[config.mk]
export PLATFORM = sky130hd
export DESIGN_NAME = clbp_code
export DESIGN_NICKNAME = d
export VERILOG_FILES = /design/src/clbp_pkg.sv /design/src/clbp_code.sv
export SDC_FILE = /design/constraint.sdc
export NUM_CORES = 1
export LEC_CHECK = 0
export BUFFER_PORTS_ARGS = -buffer_cell sky130_fd_sc_hd__buf_4
export CELL_PAD_IN_SITES_DETAIL_PLACEMENT = 1
export CELL_PAD_IN_SITES_GLOBAL_PLACEMENT = 2
export CORE_UTILIZATION = 40
export DETAILED_ROUTE_END_ITERATION = 10
export GPL_TIMING_DRIVEN = 0
export PLACE_DENSITY = 0.94
export SYNTH_ARGS = -nofsm -noshare
export SYNTH_HDL_FRONTEND = slang
export SYNTH_SLANG_ARGS = --single-unit
[constraint.sdc]
create_clock -name vclk -period 14
set_input_delay 0 -clock vclk [all_inputs]
set_output_delay 0 -clock vclk [all_outputs]
set_load 0.1 [all_outputs]
[src/clbp_pkg.sv]
// ----------------------------------------------------------------------------
// clbp_pkg: shared types and constants for the circular LBP block
// Holds the frame geometry limits, the configuration register indexes, the
// 3x3 window type and the bilinear diagonal sample compare.
// ----------------------------------------------------------------------------
`default_nettype none

package clbp_pkg;

  localparam int unsigned MaxWidth  = 1024;
  localparam int unsigned MaxHeight = 1024;
  localparam int unsigned MinDim    = 3;

  localparam int unsigned PixW = 8;
  localparam int unsigned DimW = 11;                  // width of a geometry register
  localparam int unsigned ColW = $clog2(MaxWidth);    // column counter and line address
  localparam int unsigned RowW = $clog2(MaxHeight);
  localparam int unsigned LineW = 2 * PixW;           // row-1 in low byte, row-2 in high

  localparam int unsigned ResetWidth  = 640;
  localparam int unsigned ResetHeight = 490;

  // Q0.16 bilinear weights; centre weight folded into the compare side
  localparam int unsigned WSide   = 13573;
  localparam int unsigned WCorner = 32768;
  localparam int unsigned WCmp    = 65536 - 5622;
  localparam int unsigned SumW    = 25;

  typedef enum logic [0:0] {
    CfgImageWidth  = 1'b0,
    CfgImageHeight = 1'b1
  } cfg_index_e;

  // 3x3 neighbourhood: a = column-2, b = column-1 (centre), c = current column;
  // t = row-2, m = row-1, b = current row
  typedef struct packed {
    logic [PixW-1:0] at;
    logic [PixW-1:0] am;
    logic [PixW-1:0] ab;
    logic [PixW-1:0] bt;
    logic [PixW-1:0] bm;
    logic [PixW-1:0] bb;
    logic [PixW-1:0] ct;
    logic [PixW-1:0] cm;
    logic [PixW-1:0] cb;
  } win_t;

  function automatic logic [DimW-1:0] clamp_dim(input logic [DimW-1:0] v,
                                                input logic [DimW-1:0] hi);
    logic [DimW-1:0] r;
    if (v < DimW'(MinDim)) begin
      r = DimW'(MinDim);
    end else if (v > hi) begin
      r = hi;
    end else begin
      r = v;
    end
    return r;
  endfunction

  // Interpolated diagonal sample strictly above the centre
  function automatic logic diag_above(input logic [PixW-1:0] c,
                                      input logic [PixW-1:0] h,
                                      input logic [PixW-1:0] v,
                                      input logic [PixW-1:0] k);
    logic [SumW-1:0] lhs;
    logic [SumW-1:0] rhs;
    lhs = SumW'(WSide) * (SumW'(h) + SumW'(v)) + SumW'(WCorner) * SumW'(k);
    rhs = SumW'(WCmp) * SumW'(c);
    return lhs > rhs;
  endfunction

endpackage

`default_nettype wire

[src/clbp_code.sv]
// ----------------------------------------------------------------------------
// clbp_code: radius-1, 8-point circular LBP code of one 3x3 window
// Axis points compare exact pixels; diagonal points compare the bilinear
// sample against the centre.
// ----------------------------------------------------------------------------
`default_nettype none

module clbp_code (
  input  wire clbp_pkg::win_t              win_i,
  output logic [clbp_pkg::PixW-1:0]        code_o
);

  always_comb begin
    code_o[0] = win_i.cm > win_i.bm;                                          // right
    code_o[1] = clbp_pkg::diag_above(win_i.bm, win_i.cm, win_i.bb, win_i.cb); // down-right
    code_o[2] = win_i.bb > win_i.bm;                                          // down
    code_o[3] = clbp_pkg::diag_above(win_i.bm, win_i.am, win_i.bb, win_i.ab); // down-left
    code_o[4] = win_i.am > win_i.bm;                                          // left
    code_o[5] = clbp_pkg::diag_above(win_i.bm, win_i.am, win_i.bt, win_i.at); // up-left
    code_o[6] = win_i.bt > win_i.bm;                                          // up
    code_o[7] = clbp_pkg::diag_above(win_i.bm, win_i.cm, win_i.bt, win_i.ct); // up-right
  end

endmodule

`default_nettype wire

After elaboration in Yosys (flattened, before gate mapping)
Cells that the tools add are included.

storage, ports and cells
  register bits after elaboration = 0
  input bits = 72
  output and inout bits = 8
  word-level logic and storage cells = 21

cells by class
  add/subtract/negate cells = 8
  $mul = 5
  $lt $le $gt $ge = 8

operator list
  operator                                                             count
  23-bit by 23-bit adder with 24-bit output                            4
  24-bit > comparator                                                  4
  14-bit by 9-bit multiplier with 23-bit output, first input constant  4
  8-bit by 8-bit adder with 9-bit output                               4
  8-bit > comparator                                                   4
  15-bit by 8-bit multiplier with 23-bit output, first input constant  1

Longest topological paths before layout
Gate-level depths: netlist of the first run.

  depth after elaboration = 4
  depth in mapped cells = 32
  mapped depth without buffers = 31

Worst setup path after synthesis of the first run
OpenSTA, ideal clock, no wires.

  path kind = input to output
  from = input port win_i[24] (netlist name)
  to = output port code_o[3] (netlist name)
  data arrival time = 7.477 ns
  required time = 14.000 ns
  path slack = 6.523 ns
  cell stages on the path = 27
  path buffers = 0
  path through = ha_1 -> fa_1 -> a21o_1 -> a21oi_1 -> o21bai_1 -> a21oi_1 -> xnor2_1 -> ha_1 -> ha_1 -> fa_1 -> fa_1 -> inv_1 -> fa_1 -> inv_1 -> ha_1 -> a21oi_1 -> o21ai_0 -> o22a_1 -> o31a_1 -> nand2_1 -> o21ai_1 -> xor3_1 -> ha_1 -> nand4_1 -> nor2_1 -> a221oi_1 -> a31oi_1

between the ends
  longest elaborated chain between the ends = 4

RTL lines
  what                                           line             source
  from (decl)                                    clbp_code.sv:9   input wire clbp_pkg::win_t win_i,
  8-bit by 8-bit adder with 9-bit output         clbp_pkg.sv:68   lhs = SumW'(WSide) * (SumW'(h) + SumW'(v)) + SumW'(WCorner) * SumW'(k);
  14-bit by 9-bit multiplier with 23-bit output  clbp_pkg.sv:68
  23-bit by 23-bit adder with 24-bit output      clbp_pkg.sv:68
  24-bit > comparator                            clbp_pkg.sv:70   return lhs > rhs;
  to (decl)                                      clbp_code.sv:10  output logic [clbp_pkg::PixW-1:0] code_o

Every way passes these cells.

Worst setup path after layout of the first run
  from = input port win_i[40] (netlist name)
  to = output port code_o[5] (netlist name)

The elaborated chain is that of the path after synthesis.

==> impl_metrics.yaml, run 1 <==
timing:
  finalSetupViolations: 0
  rsz0062_at_grt: "false"
  fin_tns_setup_ns: 0
  hold_violations: 0
  worst_pin_slew_ns: 1.22
  fin_crit_ns: 7.38
  hold_slack_ns: 0.737
  worst_slack_ns: 6.62
  fin_crit_sh_pct: 52.7
  fmax_ghz: 0.136
  timing.max_slew.rel_slack_pct: 18.2
  final_max_slew_viol_count: 0
global_route:
  grt_pass1_wl_um: 64700
  overflow: 0
  grtUsageTotal_pct: 22.8
  antenna_found_initial: 0
  first_global_vias: 12600
  grt_start_max_net_pins: 14
routing:
  drc: 0
  vias_per_cell: 5.48
  first_pass_iters: 4
  wl_um: 40400
  first_iter_violations: 367
  vias: 11700
  ant_nets: 0
  wl_per_cell_um: 19.0
critical_path:
  path_max_fanout: 7
  cp-end-kind: "primary output"
  start_kind: "input port"
  critPathMostFrequentCell: "ha_1"
  required_ns: 14.00
  crit_arrival_ns: 7.38
  timing_worst_setup_path_type: "in2out"
  max_stage_delay_ns: 0.54
  critPathSlowestCell: "fa_1"
clocking:
  cts_resized: 0
  post_cts_buffers: 0
  hold_buffers: 0
die:
  dieHeight_um: 188
  row_count: 67
  pin_count: 80
  dieArea_um2: 35500
  start_util_pct: 41.0
  core_um2: 33900
  die_w_um: 188
synth:
  ys_warn_count: 0
  yosysTopAreaCell: "ha_1"
  synth.area.mux_share_pct: 0
  yosysTopAreaCellShare_pct: 42.9
  synth_simple_gate_area_share_pct: 10.0
  syn_area_um2: 13900
  synth_adder_area_share_pct: 57.9
  synth_xor_area_share_pct: 8.35
  synth_area_leaders: "ha_1 43%, fa_1 15%, inv_1 8.1%"
  ys_types: 71
  synth.yosys.seq_area_share_pct: 0
  syn_inst: 1602
  avgSynthCellArea_um2: 8.67
  synth_top_family_by_area: "adder cells"
  synth_compound_area_share_pct: 15.7
  synth_fp_nets: 2254
finish:
  n_sequential_cell: 0
  nClkBuffers: 0
  drive_above_1_share_pct: 6.12
  diodes: 0
  final_cell_area_um2: 15100
  num-nets-final: 2336
  most-common-layout-cells: "476 x ha_1, 299 x inv_1, 104 x fa_1, 95 x a21oi_1, 80 x buf_4"
  syn_to_final_growth_pct: 8.36
  final_common_cell: "ha_1"
  seqCellArea_um2: 0
placement:
  dpl_cell_area_um2: 15100
  hpwl_um: 36300
  place_congestion: 0.875
  post-place-ws_ns: 6.61
  port_buffers: 80
hold_path:
  min-delay-start: "win_i[24]"
  min_path_type: "in2out"
  min_to: "code_o[2]"
  hold_depth: 5
outcome:
  outcome: "complete, no violations"
run:
  maxCapViolations: 0
[critical path: cells and delay by family]
family,cells,cell delay (ns)
AOI/OAI and AO/OA,11,2.04
xor gates and xnor gates,2,0.29
adders and majority gates,9,3.76
buffers and inverters,4,0.59
and+or+nand+nor,5,0.68
[synth_stat cells (all sizes together) (2+ instances only)]
master,number
a221oi,2
a31oi,11
nor2,70
o21a,16
o31ai,6
nand2b,15
o21ai,60
or3,4
a211oi,9
xnor2,77
nor4b,3
xor2,48
o221ai,2
and3,2
ha,476
a21o,69
o21bai,12
nor4,4
o211ai,5
a21oi,97
fa,104
a22oi,2
clkbuf,2
a211o,3
nor3,16
nand4b,5
and2,19
a221o,2
nand3,23
nor2b,23
nand2,43
and4,2
or2,6
nor3b,3
a2111oi,2
inv,299
o31a,7
o22ai,6
nand4,23
a41oi,2
o311ai,6
[per-layer routing]
layer | share of wire, % | vias to the layer above | track usage, %
li1 | - | 5726 | -
met1 | 44 | 5751 | 28.4
met2 | 52 | 143 | 43.9
met3 | 1.7 | 45 | 0.428
met4 | 2.1 | 0 | 4.06
met5 | 0 | - | 0
[worst max path at each step]
stage / startpoint / cells past startpoint / endpoint / slack, ns
2_1_floorplan: win_i[24] / 27 / code_o[3] / 6.52
3_3_place_gp: win_i[40] / 31 / code_o[5] / 6.74
3_5_place_dp: win_i[40] / 31 / code_o[5] / 6.61
4_1_cts: win_i[40] / 31 / code_o[5] / 6.59
5_1_grt: win_i[8] / 27 / code_o[1] / 6.12
6_report: win_i[40] / 31 / code_o[5] / 6.62
[per-stage QoR]
step	cells	util (%)
final	2130	44.5
after global routing	2130	44.5
after CTS	2130	44.5
after detailed placement	2130	44.5
after global placement	2130	44.5
after floorplan	1602	-
[layout make-up]
cell class	instances	area (um^2)
inverters	299	1120
repair buffers	80	601
well taps	448	561
fillers	4094	18800
multi-input cells	1301	12800
plain buffers	2	7.51
[cell families after synthesis]
kind of cell,count (synthesis)
xor gates and xnor gates,126
AOI/OAI and AO/OA,329
adders and majority gates,580
and+or+nand+nor,266
buffers and inverters,301
Power of run 1 is not shown: default switching activity piles up to over one toggle a cycle in this logic, so the estimate is an artifact.
==> run 2, diff against run 1 <==
clock period = 7.7 ns   (was 14 ns; I/O delays follow)
==> run 2 against run 1 <==
Non-clock buffer count is the same. Critical path depth unchanged. First-iteration DRC count grew 2.2%. Sequential share of layout area did not move. Via count did not move. Critical endpoint unchanged. Setup slack worse by 6.2 ns. Core utilization rose by 0.052 points. Wire length about the same.
==> impl_metrics.yaml, run 2 (synthesis results as in run 1) <==
die:
  dieArea_um2: 35500
  row_count: 67
  start_util_pct: 41.0
  core_um2: 33900
  dieHeight_um: 188
  die_w_um: 188
  pin_count: 80
timing:
  worst_slack_ns: 0.381
  hold_slack_ns: 0.722
  fmax_ghz: 0.137
  hold_violations: 0
  fin_tns_setup_ns: 0
  rsz0062_at_grt: "false"
  fin_crit_sh_pct: 95.1
  worst_pin_slew_ns: 1.21
  fin_crit_ns: 7.32
  finalSetupViolations: 0
  timing.max_slew.rel_slack_pct: 18.9
  final_max_slew_viol_count: 0
critical_path:
  required_ns: 7.70
  start_kind: "input port"
  path_max_fanout: 7
  cp-end-kind: "primary output"
  crit_buf_inv: 4
  critPathSlowestCell: "fa_1"
  critPathMostFrequentCell: "ha_1"
  max_stage_delay_ns: 0.54
  path_depth: 31
  critPathTopFamily: "adder cells"
  timing_worst_setup_path_type: "in2out"
  crit_arrival_ns: 7.32
clocking:
  hold_buffers: 0
  post_cts_buffers: 0
  cts_resized: 0
routing:
  ant_nets: 0
  first_iter_violations: 375
  wl_um: 40400
  drc: 0
  vias_per_cell: 5.48
  wl_per_cell_um: 19.0
  first_pass_iters: 5
  vias: 11700
global_route:
  overflow: 0
  antenna_found_initial: 0
  grt_pass1_wl_um: 64700
  grt_start_max_net_pins: 14
  grtUsageTotal_pct: 22.8
  first_global_vias: 12600
finish:
  multiInputGateArea_um2: 12800
  nClkBuffers: 0
  n_sequential_cell: 0
  drive_above_1_share_pct: 6.24
  diodes: 0
  final_common_cell: "ha_1"
  num-nets-final: 2336
  syn_to_final_growth_pct: 8.48
  most-common-layout-cells: "476 x ha_1, 299 x inv_1, 104 x fa_1, 95 x a21oi_1, 78 x buf_4"
  seqCellArea_um2: 0
  final_cell_area_um2: 15100
  nFillCells: 4086
run:
  maxCapViolations: 0
hold_path:
  min-delay-start: "win_i[24]"
  hold_depth: 5
  min_path_type: "in2out"
  min_to: "code_o[2]"
placement:
  port_buffers: 80
  post-place-ws_ns: 0.306
  place_congestion: 0.875
  dpl_cell_area_um2: 15100
  hpwl_um: 36300
outcome:
  outcome: "complete, no violations"
==> run 2: how the worst max path moves through the flow <==
stage	to	startpoint	slack [ns]
CTS	code_o[5]	win_i[40]	0.29
global route	code_o[5]	win_i[40]	0.03
finish	code_o[5]	win_i[40]	0.38
floorplan	code_o[3]	win_i[24]	0.22
global placement	code_o[5]	win_i[40]	0.44
detailed placement	code_o[5]	win_i[40]	0.31
==> run 2: routing by layer <==
layer / GRT usage, % / part of all wire [%] / vias up
li1: - / - / 5732
met2: 43.9 / 52 / 154
met1: 28.4 / 44 / 5738
met3: 0.428 / 2.2 / 41
met5: 0 / 0 / -
met4: 4.06 / 2.0 / 0
==> run 2: stage by stage <==
| stage | cells | util, % |
|---|---|---|
| 2_1_floorplan | 1602 | - |
| 3_3_place_gp | 2130 | 44.5 |
| 3_5_place_dp | 2130 | 44.5 |
| 4_1_cts | 2130 | 44.5 |
| 5_1_grt | 2130 | 44.5 |
| 6_report | 2130 | 44.5 |
==> run 2: final cells by class <==
type	instances	area share (%)
well taps	448	3.72
repair buffers	80	4.03
inverters	299	7.45
multi-input cells	1301	84.7
plain buffers	2	0.0498
==> run 2: tightest hold or removal path, stage by stage <==
cell	delay, ns
buf_4	0.15
inv_1	0.06
ha_1	0.12
a22oi_1	0.12
buf_4	0.27
Power of run 2 is left out for the same reason.
